--- src/orbit_setpoint_pid_tracker_top_macros.svh ---
// ---------------------------------------------------------------------------
// Orbit set-point PID tracker: assertion macros
// Concurrent assertion wrappers on clk / arst_n; empty under synthesis.
// ---------------------------------------------------------------------------
`ifndef ORBIT_SETPOINT_PID_TRACKER_TOP_MACROS_SVH
`define ORBIT_SETPOINT_PID_TRACKER_TOP_MACROS_SVH
`ifndef SYNTHESIS
`define OSP_ASSERT(label, prop, msg) \
	label: assert property (@(posedge clk) disable iff (!arst_n) (prop)) else $error(msg);
`define OSP_ASSERT_IMPL(label, pre, post, msg) \
	label: assert property (@(posedge clk) disable iff (!arst_n) (pre) |-> (post)) \
		else $error(msg);
`else
`define OSP_ASSERT(label, prop, msg)
`define OSP_ASSERT_IMPL(label, pre, post, msg)
`endif
`endif

--- src/osp_pkg.sv ---
// ---------------------------------------------------------------------------
// Orbit set-point PID tracker package
// Payload types, widths, sine polynomial constants, saturation helpers.
// ---------------------------------------------------------------------------
package osp_pkg;

	localparam int SINE_TABLE_BITS = 10;

	localparam int CFG_IDX_W  = 3;
	localparam int CFG_DATA_W = 24;
	localparam int STEP_W     = 16;

	// shared multiplier: 49-bit signed by 18-bit signed, 67-bit product
	localparam int MUL_A_W = 49;
	localparam int MUL_B_W = 18;
	localparam int MUL_P_W = MUL_A_W + MUL_B_W;

	// divider numerator: difference of two 32-bit errors
	localparam int DIV_N_W = 33;

	// headroom width for sums ahead of saturation
	localparam int WIDE_W = 60;

	localparam logic [1:0] OP_TICK  = 2'd0;
	localparam logic [1:0] OP_CLEAR = 2'd1;
	localparam logic [1:0] OP_LOAD  = 2'd2;

	localparam logic [CFG_IDX_W-1:0] CFG_PROP   = 3'd0;
	localparam logic [CFG_IDX_W-1:0] CFG_INTEG  = 3'd1;
	localparam logic [CFG_IDX_W-1:0] CFG_DERIV  = 3'd2;
	localparam logic [CFG_IDX_W-1:0] CFG_RATE   = 3'd3;
	localparam logic [CFG_IDX_W-1:0] CFG_RADIUS = 3'd4;

	localparam logic [15:0] ANG_QUARTER = 16'h4000;
	localparam logic [15:0] ANG_MASK =
		~((16'(1) << (16 - SINE_TABLE_BITS)) - 16'(1));
	localparam logic [14:0] SIN_U_FULL = 15'd16384;
	localparam logic [14:0] SIN_C0 = 15'd77;
	localparam logic [14:0] SIN_C1 = 15'd1306;
	localparam logic [14:0] SIN_C2 = 15'd10584;
	localparam logic [14:0] SIN_C3 = 15'd25736;
	localparam logic [15:0] SIN_MAX = 16'd32767;

	localparam logic signed [15:0] PROP_RESET = 16'sd256;

	typedef struct packed {
		logic [1:0]         op;
		logic [15:0]        step_time;
		logic               target_present;
		logic signed [31:0] target_x;
		logic signed [31:0] target_y;
		logic signed [31:0] target_z;
		logic signed [31:0] own_x;
		logic signed [31:0] own_y;
		logic signed [31:0] own_z;
		logic [15:0]        angle_load;
	} item_t;

	typedef struct packed {
		logic signed [31:0] new_x;
		logic signed [31:0] new_y;
		logic signed [31:0] new_z;
		logic               moved;
	} result_t;

	typedef enum logic [4:0] {
		ST_IDLE, ST_ANG, ST_SQR, ST_H1, ST_H2, ST_H3, ST_SU, ST_OFF,
		ST_ERR, ST_EI, ST_DIV, ST_PF, ST_IF, ST_DF, ST_VF, ST_PV, ST_OUT
	} tick_state_t;

	function automatic logic signed [31:0] sat32(input logic signed [WIDE_W-1:0] v);
		logic ovf;
		ovf = (v[WIDE_W-1:31] != {(WIDE_W-31){v[WIDE_W-1]}});
		return ovf ? {v[WIDE_W-1], {31{~v[WIDE_W-1]}}} : v[31:0];
	endfunction

	function automatic logic signed [47:0] sat48(input logic signed [WIDE_W-1:0] v);
		logic ovf;
		ovf = (v[WIDE_W-1:47] != {(WIDE_W-47){v[WIDE_W-1]}});
		return ovf ? {v[WIDE_W-1], {47{~v[WIDE_W-1]}}} : v[47:0];
	endfunction

endpackage

--- src/osp_mul.sv ---
// ---------------------------------------------------------------------------
// Shared two-pass multiplier
// Signed 49x18 product built from two 25x18 partial products, low half first.
// ---------------------------------------------------------------------------
module osp_mul (
	input  logic                                  clk,
	input  logic                                  arst_n,
	input  logic                                  start,
	input  logic signed [osp_pkg::MUL_A_W-1:0]    a,
	input  logic signed [osp_pkg::MUL_B_W-1:0]    b,
	output logic                                  done,
	output logic signed [osp_pkg::MUL_P_W-1:0]    p
);
	import osp_pkg::*;

	localparam int HalfW = 24;
	localparam int PartW = MUL_A_W - HalfW + MUL_B_W;

	logic signed [MUL_A_W-1:0]       a_q;
	logic signed [MUL_B_W-1:0]       b_q;
	logic                            lo_pend_q;
	logic                            hi_pend_q;
	logic                            done_q;
	logic signed [MUL_A_W-HalfW-1:0] opa;
	logic signed [PartW-1:0]         part;
	logic signed [PartW-1:0]         lo_part_q;
	logic signed [MUL_P_W-1:0]       p_q;

	// low pass takes the unsigned low half, high pass the signed upper half
	assign opa  = lo_pend_q ? $signed({1'b0, a_q[HalfW-1:0]}) : a_q[MUL_A_W-1:HalfW];
	assign part = opa * b_q;

	always_ff @(posedge clk or negedge arst_n) begin
		if (!arst_n) begin
			lo_pend_q <= 1'b0;
			hi_pend_q <= 1'b0;
			done_q    <= 1'b0;
		end else begin
			lo_pend_q <= start;
			hi_pend_q <= lo_pend_q;
			done_q    <= hi_pend_q;
		end
	end

	always_ff @(posedge clk) begin
		if (start) begin
			a_q <= a;
			b_q <= b;
		end
		if (lo_pend_q) begin
			lo_part_q <= part;
		end
		if (hi_pend_q) begin
			p_q <= $signed({part, {HalfW{1'b0}}})
				+ $signed({{(MUL_P_W-PartW){lo_part_q[PartW-1]}}, lo_part_q});
		end
	end

	assign done = done_q;
	assign p    = p_q;

endmodule

--- src/osp_div.sv ---
// ---------------------------------------------------------------------------
// Serial derivative divider
// (num * 2^16) / den, truncated toward zero, saturated to 48 bits; one
// quotient bit per cycle.
// ---------------------------------------------------------------------------
module osp_div (
	input  logic                                 clk,
	input  logic                                 arst_n,
	input  logic                                 start,
	input  logic signed [osp_pkg::DIV_N_W-1:0]   num,
	input  logic [osp_pkg::STEP_W-1:0]           den,
	output logic                                 done,
	output logic signed [47:0]                   quot
);
	import osp_pkg::*;

	localparam int DivSteps = DIV_N_W + STEP_W;
	localparam int CntW     = $clog2(DivSteps + 1);

	logic                    busy_q;
	logic                    done_q;
	logic [CntW-1:0]         cnt_q;
	logic [DivSteps-1:0]     work_q;
	logic [STEP_W-1:0]       rem_q;
	logic [STEP_W-1:0]       den_q;
	logic                    neg_q;
	logic signed [47:0]      quot_q;
	logic [DIV_N_W-1:0]      num_abs;
	logic [STEP_W:0]         rem_sh;
	logic                    ge;
	logic [STEP_W-1:0]       rem_nx;
	logic [DivSteps-1:0]     work_nx;
	logic signed [WIDE_W-1:0] q_wide;

	assign num_abs = num[DIV_N_W-1] ? DIV_N_W'(-num) : DIV_N_W'(num);
	assign rem_sh  = {rem_q, work_q[DivSteps-1]};
	assign ge      = (rem_sh >= {1'b0, den_q});
	assign rem_nx  = ge ? STEP_W'(rem_sh - {1'b0, den_q}) : rem_sh[STEP_W-1:0];
	// dividend bits shift out the top while quotient bits shift in below
	assign work_nx = {work_q[DivSteps-2:0], ge};
	assign q_wide  = neg_q ? -$signed(WIDE_W'(work_nx)) : $signed(WIDE_W'(work_nx));

	always_ff @(posedge clk or negedge arst_n) begin
		if (!arst_n) begin
			busy_q <= 1'b0;
			done_q <= 1'b0;
			cnt_q  <= '0;
		end else begin
			done_q <= 1'b0;
			if (start) begin
				busy_q <= 1'b1;
				cnt_q  <= CntW'(DivSteps);
			end else if (busy_q) begin
				cnt_q <= cnt_q - CntW'(1);
				if (cnt_q == CntW'(1)) begin
					busy_q <= 1'b0;
					done_q <= 1'b1;
				end
			end
		end
	end

	always_ff @(posedge clk) begin
		if (start) begin
			work_q <= {num_abs, {STEP_W{1'b0}}};
			rem_q  <= '0;
			den_q  <= den;
			neg_q  <= num[DIV_N_W-1];
		end else if (busy_q) begin
			work_q <= work_nx;
			rem_q  <= rem_nx;
			if (cnt_q == CntW'(1)) begin
				quot_q <= sat48(q_wide);
			end
		end
	end

	assign done = done_q;
	assign quot = quot_q;

endmodule

--- src/orbit_setpoint_pid_tracker_top.sv ---
// ---------------------------------------------------------------------------
// Orbit set-point PID tracker
// Three-axis PID follower whose set-point circles a moving target.
// ---------------------------------------------------------------------------
// One item at a time. A tick with a target runs through one shared 49x18
// multiplier (31 products: angle advance, two polynomial sines with their
// radius scaling, six per axis) and a bit-serial divider for the derivative
// of each axis; the divide is skipped when step_time is zero. Clear, angle
// load, the unused op code and ticks without a target go straight to the
// output step. The result sits in an output register, so the next item is
// taken while a result waits to transfer. Config is written through cfg_we /
// cfg_index / cfg_data; the user must write it only while the block is idle,
// which the block itself does not enforce; an unknown index is ignored.
`include "orbit_setpoint_pid_tracker_top_macros.svh"

module orbit_setpoint_pid_tracker_top (
	input  logic                              clk,
	input  logic                              arst_n,
	input  logic                              item_valid,
	output logic                              item_ready,
	input  osp_pkg::item_t                    item,
	output logic                              result_valid,
	input  logic                              result_ready,
	output osp_pkg::result_t                  result,
	input  logic                              cfg_we,
	input  logic [osp_pkg::CFG_IDX_W-1:0]     cfg_index,
	input  logic [osp_pkg::CFG_DATA_W-1:0]    cfg_data
);
	import osp_pkg::*;

	tick_state_t state_q, state_d;

	logic signed [15:0] prop_q, integ_q, deriv_q;
	logic signed [23:0] rate_q;
	logic [23:0]        radius_q;

	item_t              item_q;
	logic [15:0]        angle_q;
	logic signed [47:0] esum_q [3];
	logic signed [31:0] prev_q [3];
	logic signed [31:0] vel_q  [3];
	logic signed [31:0] newpos_q [3];
	logic               moved_q;
	result_t            result_q;
	logic               result_valid_q;

	logic               issued_q;
	logic [1:0]         axis_q;
	logic               sin_ph_q;
	logic [14:0]        u2_q;
	logic [14:0]        r_q;
	logic signed [15:0] sine_q;
	logic signed [25:0] offx_q, offy_q;
	logic signed [31:0] err_q;
	logic signed [47:0] der_q;
	logic signed [WIDE_W-1:0] facc_q;

	logic               accept, load_result, zero_step, last_axis;
	logic               mul_start, mul_done, div_start, div_done;
	logic signed [MUL_A_W-1:0] mul_a;
	logic signed [MUL_B_W-1:0] mul_b;
	logic signed [MUL_P_W-1:0] mul_p;
	logic signed [47:0] div_quot;
	logic signed [DIV_N_W-1:0] div_num;

	logic [15:0]        ang_tr;
	logic [1:0]         quad;
	logic [14:0]        u;
	logic [14:0]        p_q14;
	logic [15:0]        sine_mag;
	logic signed [31:0] tgt_sel, own_sel;
	logic signed [25:0] off_sel;
	logic signed [31:0] err_next;
	logic signed [WIDE_W-1:0] sh16, sh8;
	logic [MUL_B_W-1:0] step_b;

	assign accept      = item_valid && item_ready;
	assign item_ready  = (state_q == ST_IDLE);
	assign load_result = (state_q == ST_OUT) && (!result_valid_q || result_ready);
	assign zero_step   = (item_q.step_time == '0);
	assign last_axis   = (axis_q == 2'd2);
	assign step_b      = MUL_B_W'(item_q.step_time);

	// sine phase: cosine first, then sine; angle truncated to table resolution
	assign ang_tr = (angle_q + (sin_ph_q ? 16'd0 : ANG_QUARTER)) & ANG_MASK;
	assign quad   = ang_tr[15:14];
	assign u      = quad[0] ? (SIN_U_FULL - {1'b0, ang_tr[13:0]}) : {1'b0, ang_tr[13:0]};
	assign p_q14  = mul_p[28:14];
	assign sine_mag = ({p_q14, 1'b0} > SIN_MAX) ? SIN_MAX : {p_q14, 1'b0};

	assign sh16 = WIDE_W'($signed(mul_p[MUL_P_W-1:16]));
	assign sh8  = WIDE_W'($signed(mul_p[MUL_P_W-1:8]));

	always_comb begin
		case (axis_q)
			2'd0: begin
				tgt_sel = item_q.target_x;
				own_sel = item_q.own_x;
				off_sel = offx_q;
			end
			2'd1: begin
				tgt_sel = item_q.target_y;
				own_sel = item_q.own_y;
				off_sel = offy_q;
			end
			default: begin
				tgt_sel = item_q.target_z;
				own_sel = item_q.own_z;
				off_sel = '0;
			end
		endcase
	end

	assign err_next = sat32(WIDE_W'(tgt_sel) + WIDE_W'(off_sel) - WIDE_W'(own_sel));
	assign div_num  = DIV_N_W'(err_q) - DIV_N_W'(prev_q[axis_q]);

	// operand select for the shared multiplier
	always_comb begin
		mul_a = '0;
		mul_b = '0;
		case (state_q)
			ST_ANG: begin
				mul_a = MUL_A_W'(rate_q);
				mul_b = step_b;
			end
			ST_SQR: begin
				mul_a = {34'b0, u};
				mul_b = {3'b0, u};
			end
			ST_H1, ST_H2, ST_H3: begin
				mul_a = {34'b0, r_q};
				mul_b = {3'b0, u2_q};
			end
			ST_SU: begin
				mul_a = {34'b0, r_q};
				mul_b = {3'b0, u};
			end
			ST_OFF: begin
				mul_a = {25'b0, radius_q};
				mul_b = MUL_B_W'(sine_q);
			end
			ST_EI: begin
				mul_a = MUL_A_W'(err_q);
				mul_b = step_b;
			end
			ST_PF: begin
				mul_a = MUL_A_W'(err_q);
				mul_b = MUL_B_W'(prop_q);
			end
			ST_IF: begin
				mul_a = MUL_A_W'(esum_q[axis_q]);
				mul_b = MUL_B_W'(integ_q);
			end
			ST_DF: begin
				mul_a = MUL_A_W'(der_q);
				mul_b = MUL_B_W'(deriv_q);
			end
			ST_VF: begin
				mul_a = MUL_A_W'(sat48(facc_q));
				mul_b = step_b;
			end
			ST_PV: begin
				mul_a = MUL_A_W'(vel_q[axis_q]);
				mul_b = step_b;
			end
			default: begin
				mul_a = '0;
				mul_b = '0;
			end
		endcase
	end

	osp_mul u_mul (
		.clk    (clk),
		.arst_n (arst_n),
		.start  (mul_start),
		.a      (mul_a),
		.b      (mul_b),
		.done   (mul_done),
		.p      (mul_p)
	);

	osp_div u_div (
		.clk    (clk),
		.arst_n (arst_n),
		.start  (div_start),
		.num    (div_num),
		.den    (item_q.step_time),
		.done   (div_done),
		.quot   (div_quot)
	);

	always_ff @(posedge clk or negedge arst_n) begin
		if (!arst_n) begin
			state_q <= ST_IDLE;
		end else begin
			state_q <= state_d;
		end
	end

	always_comb begin
		state_d   = state_q;
		mul_start = 1'b0;
		div_start = 1'b0;
		unique case (state_q)
			ST_IDLE: begin
				if (accept) begin
					if (item.op == OP_TICK && item.target_present) begin
						state_d = ST_ANG;
					end else begin
						state_d = ST_OUT;
					end
				end
			end
			ST_ANG, ST_SQR, ST_H1, ST_H2, ST_H3, ST_SU, ST_OFF,
			ST_EI, ST_PF, ST_IF, ST_DF, ST_VF, ST_PV: begin
				mul_start = !issued_q;
				if (mul_done) begin
					unique case (state_q)
						ST_ANG: state_d = ST_SQR;
						ST_SQR: state_d = ST_H1;
						ST_H1:  state_d = ST_H2;
						ST_H2:  state_d = ST_H3;
						ST_H3:  state_d = ST_SU;
						ST_SU:  state_d = ST_OFF;
						ST_OFF: state_d = sin_ph_q ? ST_ERR : ST_SQR;
						ST_EI:  state_d = ST_DIV;
						ST_PF:  state_d = ST_IF;
						ST_IF:  state_d = ST_DF;
						ST_DF:  state_d = ST_VF;
						ST_VF:  state_d = ST_PV;
						ST_PV:  state_d = last_axis ? ST_OUT : ST_ERR;
						default: state_d = ST_IDLE;
					endcase
				end
			end
			ST_ERR: begin
				state_d = ST_EI;
			end
			ST_DIV: begin
				if (!issued_q && zero_step) begin
					state_d = ST_PF;
				end else begin
					div_start = !issued_q;
					if (div_done) begin
						state_d = ST_PF;
					end
				end
			end
			ST_OUT: begin
				if (load_result) begin
					state_d = ST_IDLE;
				end
			end
			default: begin
				state_d = ST_IDLE;
			end
		endcase
	end

	// control and controller state
	always_ff @(posedge clk or negedge arst_n) begin
		if (!arst_n) begin
			issued_q       <= 1'b0;
			result_valid_q <= 1'b0;
			prop_q         <= PROP_RESET;
			integ_q        <= '0;
			deriv_q        <= '0;
			rate_q         <= '0;
			radius_q       <= '0;
			angle_q        <= '0;
			for (int i = 0; i < 3; i++) begin
				esum_q[i] <= '0;
				prev_q[i] <= '0;
				vel_q[i]  <= '0;
			end
		end else begin
			if (mul_start || div_start) begin
				issued_q <= 1'b1;
			end else if (mul_done || div_done) begin
				issued_q <= 1'b0;
			end

			if (load_result) begin
				result_valid_q <= 1'b1;
			end else if (result_ready) begin
				result_valid_q <= 1'b0;
			end

			if (cfg_we) begin
				unique case (cfg_index)
					CFG_PROP:   prop_q   <= cfg_data[15:0];
					CFG_INTEG:  integ_q  <= cfg_data[15:0];
					CFG_DERIV:  deriv_q  <= cfg_data[15:0];
					CFG_RATE:   rate_q   <= cfg_data;
					CFG_RADIUS: radius_q <= cfg_data;
					default: ;
				endcase
			end

			if (accept && item.op == OP_CLEAR) begin
				for (int i = 0; i < 3; i++) begin
					esum_q[i] <= '0;
					prev_q[i] <= '0;
					vel_q[i]  <= '0;
				end
			end
			if (accept && item.op == OP_LOAD) begin
				angle_q <= item.angle_load;
			end

			if (mul_done) begin
				case (state_q)
					ST_ANG: angle_q <= angle_q + mul_p[31:16];
					ST_EI:  esum_q[axis_q] <= sat48(WIDE_W'(esum_q[axis_q]) + sh16);
					ST_VF:  vel_q[axis_q]  <= sat32(WIDE_W'(vel_q[axis_q]) + sh16);
					default: ;
				endcase
			end
			if (state_q == ST_DIV && ((!issued_q && zero_step) || div_done)) begin
				prev_q[axis_q] <= err_q;
			end
		end
	end

	// sequencer working registers
	always_ff @(posedge clk) begin
		if (accept) begin
			item_q      <= item;
			axis_q      <= '0;
			sin_ph_q    <= 1'b0;
			newpos_q[0] <= item.own_x;
			newpos_q[1] <= item.own_y;
			newpos_q[2] <= item.own_z;
			moved_q     <= (item.op == OP_TICK) && item.target_present;
		end
		if (state_q == ST_ERR) begin
			err_q <= err_next;
		end
		if (state_q == ST_DIV && ((!issued_q && zero_step) || div_done)) begin
			der_q <= zero_step ? '0 : div_quot;
		end
		if (mul_done) begin
			case (state_q)
				ST_SQR: begin
					u2_q <= p_q14;
					r_q  <= SIN_C0;
				end
				ST_H1: r_q <= SIN_C1 - p_q14;
				ST_H2: r_q <= SIN_C2 - p_q14;
				ST_H3: r_q <= SIN_C3 - p_q14;
				ST_SU: sine_q <= quad[1] ? -$signed(sine_mag) : $signed(sine_mag);
				ST_OFF: begin
					if (sin_ph_q) begin
						offy_q <= $signed(mul_p[40:15]);
					end else begin
						offx_q   <= $signed(mul_p[40:15]);
						sin_ph_q <= 1'b1;
					end
				end
				ST_PF: facc_q <= sh8;
				ST_IF, ST_DF: facc_q <= facc_q + sh8;
				ST_PV: begin
					newpos_q[axis_q] <= sat32(WIDE_W'(own_sel) + sh16);
					// advance to the next axis
					axis_q <= axis_q + 2'd1;
				end
				default: ;
			endcase
		end
		if (load_result) begin
			result_q.new_x <= newpos_q[0];
			result_q.new_y <= newpos_q[1];
			result_q.new_z <= newpos_q[2];
			result_q.moved <= moved_q;
		end
	end

	assign result_valid = result_valid_q;
	assign result       = result_q;

	`OSP_ASSERT_IMPL(a_mul_done_issued, mul_done, issued_q, "multiplier done without a start")
	`OSP_ASSERT_IMPL(a_div_done_state, div_done, (state_q == ST_DIV) && issued_q, "divider done outside divide step")
	`OSP_ASSERT_IMPL(a_axis_active, state_q == ST_ERR, axis_q != 2'd3, "axis counter past last axis")
	`OSP_ASSERT_IMPL(a_result_from_out, $rose(result_valid), $past(state_q == ST_OUT), "result raised outside output step")

endmodule

--- config.mk ---
export PLATFORM = sky130hd
export DESIGN_NAME = orbit_setpoint_pid_tracker_top
export DESIGN_NICKNAME = d
export VERILOG_FILES = /design/src/osp_pkg.sv /design/src/osp_mul.sv /design/src/osp_div.sv /design/src/orbit_setpoint_pid_tracker_top.sv
export VERILOG_INCLUDE_DIRS = /design/src /design/src/src
export SDC_FILE = /design/constraint.sdc
export NUM_CORES = 2
export LEC_CHECK = 0
export BUFFER_PORTS_ARGS = -buffer_cell sky130_fd_sc_hd__buf_2
export CAP_MARGIN = 20
export CORE_UTILIZATION = 50
export DETAILED_ROUTE_END_ITERATION = 7
export PLACE_DENSITY = 0.74
export SYNTH_ARGS = -nofsm -noshare
export SYNTH_HDL_FRONTEND = slang
export SYNTH_HIERARCHICAL = 1
export SYNTH_SLANG_ARGS = --single-unit
--- constraint.sdc ---
create_clock -name clk -period 21.3 [get_ports clk]
set_input_delay 6.39 -clock clk [delete_from_list [all_inputs] [get_ports clk]]
set_output_delay 6.39 -clock clk [all_outputs]
set_load 0.01 [all_outputs]
Yosys cells after proc, flatten, opt, wreduce, memory -nomap -nowiden
Memory sizes are Yosys's and may differ from the RTL's. A register that Yosys moved wholly into a read port is not among the register bits.
Index checks and enable logic that the tools add are counted.

cells by class
  add/subtract/negate cells = 20
  multiply operators = 1
  $lt $le $gt $ge = 4
  eq/ne operators = 35
  mux-type cells = 90
  bitwise operators = 9
  reduce and logical (&&, ||, !) cells = 45

operators with widths
  operator                                    count
  96-bit 2-to-1 mux                           5
  49-bit case mux with 9 select lines         1
  144-bit 2-to-1 mux                          3
  32-bit 2-to-1 mux                           9
  48-bit 2-to-1 mux                           6
  96-bit bitwise mux                          2
  144-bit bitwise mux                         1
  32-bit binary-select mux with 2-bit select  2
  32-bit case mux with 2 select lines         2
  18-bit case mux with 7 select lines         1
  60-bit case mux with 2 select lines         1
  32-bit by 51-bit adder with 52-bit output   2
  49-bit 2-to-1 mux                           2
  48-bit binary-select mux with 2-bit select  1
  48-bit demux with 2-bit select              1
  16-bit 2-to-1 mux                           6
  28-bit != test                              3
  67-bit by 43-bit adder with 67-bit output   1
  5-bit case mux with 13 select lines         1
  32-bit demux with 2-bit select              1
  60-bit by 59-bit adder with 60-bit output   1
  60-bit 2-to-1 mux                           1
  49-bit negator with 60-bit output           1
  15-bit case mux with 4 select lines         1
  64 further kinds                            149

storage, ports and cells
  register bits after elaboration = 1224
  bits in writable memories = 96
  input port bits = 259
  word-level logic and storage cells = 258
  memories = 1

memory list
  memory    depth  bits a word  read ports  clocked after memory_dff  write ports  line                                  text
  newpos_q  3      32           3           3                         3            orbit_setpoint_pid_tracker_top.sv:42  logic signed [31:0] newpos_q [3];

Depth between registers and ports, before layout
  word-level depth = 10
  depth in mapped cells = 38
  gate-level depth less buffers = 36

Hierarchy
Netlist, hierarchy kept.

by module, submodules not included
  module                          instances  cells an instance  area each (um^2)  seq. area each (um^2)
  orbit_setpoint_pid_tracker_top  1          6306               63691.1           30665.7
  osp_mul                         1          2307               23785.3           5390.2
  osp_div                         1          765                7848.8            3783.6

Worst setup path after synthesis
OpenSTA, ideal clock, no wires.

  path kind = input port to flip-flop
  from = input item_valid
  to = register angle_q[14]
  setup time = 65 ps
  arrival time = 12635 ps
  required time = 21235 ps
  setup slack = 8600 ps
  stages on the path = 7
  cells stage by stage = nand2_1 inv_1 nand3b_1 clkbuf_1 mux2i_1 a21oi_1 o211a_1

on the way
  cells in the longest elaborated chain, start to end = 5

ends and longest elaborated chain
  element                line                                   text
  from (decl)            orbit_setpoint_pid_tracker_top.sv:19   input logic item_valid,
  1-bit logical AND (*)  orbit_setpoint_pid_tracker_top.sv:77   assign accept = item_valid && item_ready;
  via accept             orbit_setpoint_pid_tracker_top.sv:58   logic accept, load_result, zero_step, last_axis;
  1-bit logical AND (*)  orbit_setpoint_pid_tracker_top.sv:308  if (accept && item.op == OP_LOAD) begin
  16-bit 2-to-1 mux (*)  orbit_setpoint_pid_tracker_top.sv:308
  16-bit 2-to-1 mux      orbit_setpoint_pid_tracker_top.sv:313  case (state_q)
  16-bit 2-to-1 mux (*)  orbit_setpoint_pid_tracker_top.sv:312  if (mul_done) begin
  to (signal assigned)   orbit_setpoint_pid_tracker_top.sv:309  angle_q <= item.angle_load;
  to (signal assigned)   orbit_setpoint_pid_tracker_top.sv:314  ST_ANG: angle_q <= angle_q + mul_p[31:16];
  to (decl)              orbit_setpoint_pid_tracker_top.sv:38   logic [15:0] angle_q;

Mark *: on every way through the listed nets, which the timed path passes. The rest lies on a longest branch.
A chain may end at the register's enable or synchronous reset.

Worst setup path in the final report
  from = register u_mul.lo_pend_q
  to = register u_mul.p_q[66], in the netlist u_mul/p[66], data pin

on the way
  cells in the longest elaborated chain, start to end = 3

ends and longest elaborated chain
  element                                         line           text
  from (decl)                                     osp_mul.sv:21  logic lo_pend_q;
  from (signal assigned)                          osp_mul.sv:39  lo_pend_q <= start;
  25-bit 2-to-1 mux                               osp_mul.sv:30  assign opa = lo_pend_q ? $signed({1'b0, a_q[HalfW-1:0]}) : a_q[MUL_A_W-1:HalfW];
  25-bit by 18-bit multiplier with 43-bit output  osp_mul.sv:31  assign part = opa * b_q;
  via u_mul.part[28]                              osp_mul.sv:25  logic signed [PartW-1:0] part;
  67-bit by 43-bit adder with 67-bit output       osp_mul.sv:55  + $signed({{(MUL_P_W-PartW){lo_part_q[PartW-1]}}, lo_part_q});
  to (signal assigned)                            osp_mul.sv:54  p_q <= $signed({part, {HalfW{1'b0}}})
  to (decl)                                       osp_mul.sv:27  logic signed [MUL_P_W-1:0] p_q;

The timed path passes the listed nets, and every way through them passes these cells.

==> flow_metrics.py <==
metrics = {
    "run_status": {
        "outcome": "finished with violations",
        "violations": "DRC",
    },
    "clock_network": {
        "holdBufCountCts": 0,
        "cts_max_path_buffers": 3,
        "tritoncts": "built",
        "cts_resized": 0,
        "clk_latency_ns": 0.80,
        "root_buffer": "clkbuf_16",
        "post_cts_buffers": 0,
        "htreeDepth": 4,
        "cts_inserted_buffers": 148,
        "path_clk_slew_ns": 0.06,
        "clock-sinks": 1400,
    },
    "grt": {
        "grt_max_degree": 146,
        "grt_pass1_vias": 73900,
        "grt_pass1_wl_mm": 458,
        "overflow": 0,
        "grt_usage": 0.314,
        "grt_antenna_before_repair": 44,
    },
    "setup_path": {
        "critPathRequiredTime_ns": 21.79,
        "worstSetupEndpoint": "u_mul/p[66]",
        "worstSetupEndpointType": "register",
        "slowest_stage": "buf_4",
        "r2r_slack_ns": 11.27,
        "start_kind": "register",
        "timing.rr.end": "u_mul/p[66]",
        "worstSetupStartpoint": "u_mul/lo_pend_q",
        "cp_slowest_stage_delay_ns": 0.63,
        "cpMostUsedCell": "fa_1",
        "worst-path-max-fanout": 61,
        "critPathKind": "reg -> reg",
        "cp_data_arrival_time_ns": 10.51,
        "worst_r2r_startpoint": "u_mul/lo_pend_q",
        "worstRegToRegCells": 33,
    },
    "placed_design": {
        "gp_congestion": 0.995,
        "hpwl_mm": 222,
        "io_buffers": 357,
    },
    "timing": {
        "skew_ns": 0.0426,
        "fmax_ghz": 0.0997,
        "hold_violations": 0,
        "period_share": 0.471,
        "min_period_ns": 10.03,
        "grt_setup_unrepaired": "false",
        "setup_tns_ns": 0,
        "slew_viol_final": 0,
        "tightest_slew_ns": 1.23,
        "setup_viol": 0,
        "slew_headroom": 0.172,
    },
    "floorplanning": {
        "ios": 358,
        "core.rowCount": 159,
        "dieHeight_microns": 438,
        "core_sq_um": 188000,
        "die_area_sq_um": 191000,
        "die_w_microns": 438,
        "start_util": 0.504,
    },
    "synthesis": {
        "syn_avg_cell_area_sq_um": 10.1,
        "ys_warn_count": 6,
        "synthesis.area_sq_um": 94800,
        "syn_nets": 10600,
        "netlist_instances": 9362,
    },
    "detailed_routing": {
        "wire_per_inst_microns": 25.1,
        "dr.first_iter.drc_count": 9472,
        "ant_nets": 0,
        "vias": 76200,
        "finalWirelength_mm": 306,
        "routed_via_density": 6.27,
        "firstDrtPassIters": 8,
        "drc_errors": 8,
    },
    "flow_run": {
        "drv_cap": 0,
    },
    "final_layout": {
        "multi_input_area_sq_um": 50900,
        "seq_area_sq_um": 39400,
        "nets": 10800,
        "fill_cells": 15900,
        "utilization": 0.555,
        "area_growth_pct": 10.1,
        "drive_gt1_frac": 0.103,
    },
    "hold_path": {
        "hold_path.class": "reg -> reg",
    },
}
==> cell type report <==
type,instances,area share
Antenna cell,27,0.000647
Clock buffer,198,0.0393
Clock inverter,70,0.00811
Inverter,793,0.0286
Multi-Input combinational cell,6698,0.487
Sequential cell,1400,0.377
Tap cell,2495,0.0299
Timing Repair Buffer,488,0.0292
==> critical path: cells and delay by family, from the launching register on <==
family / cells / cell delay, ns
buffers and inverters: 5 / 0.83
XOR/XNOR: 3 / 0.51
AO/OA/AOI/OAI: 13 / 2.97
AND/OR/NAND/NOR: 3 / 1.03
multiplexers: 1 / 0.61
adder cells (fa/ha/maj): 8 / 3.43
flip-flops: 1 / 0.35
==> through the flow <==
stage	hold WS, ns	area (sq um)	worst slack [ns]	std cells
after floorplan	0.400	94800	8.60	9362
final	0.405	104000	11.27	12200
after CTS	0.396	104000	11.28	12100
after detailed placement	0.405	99000	11.32	11900
after global placement	0.402	99000	11.48	11900
after global routing	0.416	104000	10.73	12200
==> cells in the final DEF, fill, tap and decap left out, drive strengths merged, types with 98 or more instances in the layout <==
cell type and count:
ha 480, mux2i 148, dfrtp 465, a22oi 98, o211ai 123, and2 238
nor2b 110, inv 804, a21oi 668, edfxtp 899, buf 484, xor2 177
o21ai 672, clkbuf 202, nor2 457, fa 482, mux2 127, nand3 111
a221o 143, xnor2 262, a21o 242, nand2 1116
==> registers in the layout (all words and copies together) (netlist names), 49 cells and up <==
name          cells
facc_q           60
esum_q          144
vel_q            96
prev_q           96
u_div/work_q     49
item_q          208
u_mul/p          59
u_mul/a_q        49
newpos_q         96
result           97
==> routing by layer <==
metal,up-vias,wire length [microns],GRT usage
li1,33600,-,-
met1,37700,120000,0.422
met2,4197,136000,0.479
met3,766,32800,0.0743
met4,22,16500,0.152
met5,-,140,0
==> worst min-delay path by stage <==
stage,start,end,depth (start not counted)
after CTS,newpos_q[2][15],result[16],0
after global placement,newpos_q[2][19],result[20],0
final,newpos_q[2][9],result[10],0
after detailed placement,newpos_q[2][7],result[8],0
after global routing,newpos_q[2][9],result[10],0
after floorplan,moved_q,result[0],0
Power is not shown: default switching activity piles up to over one toggle a cycle in this logic, so the estimate is an artifact.
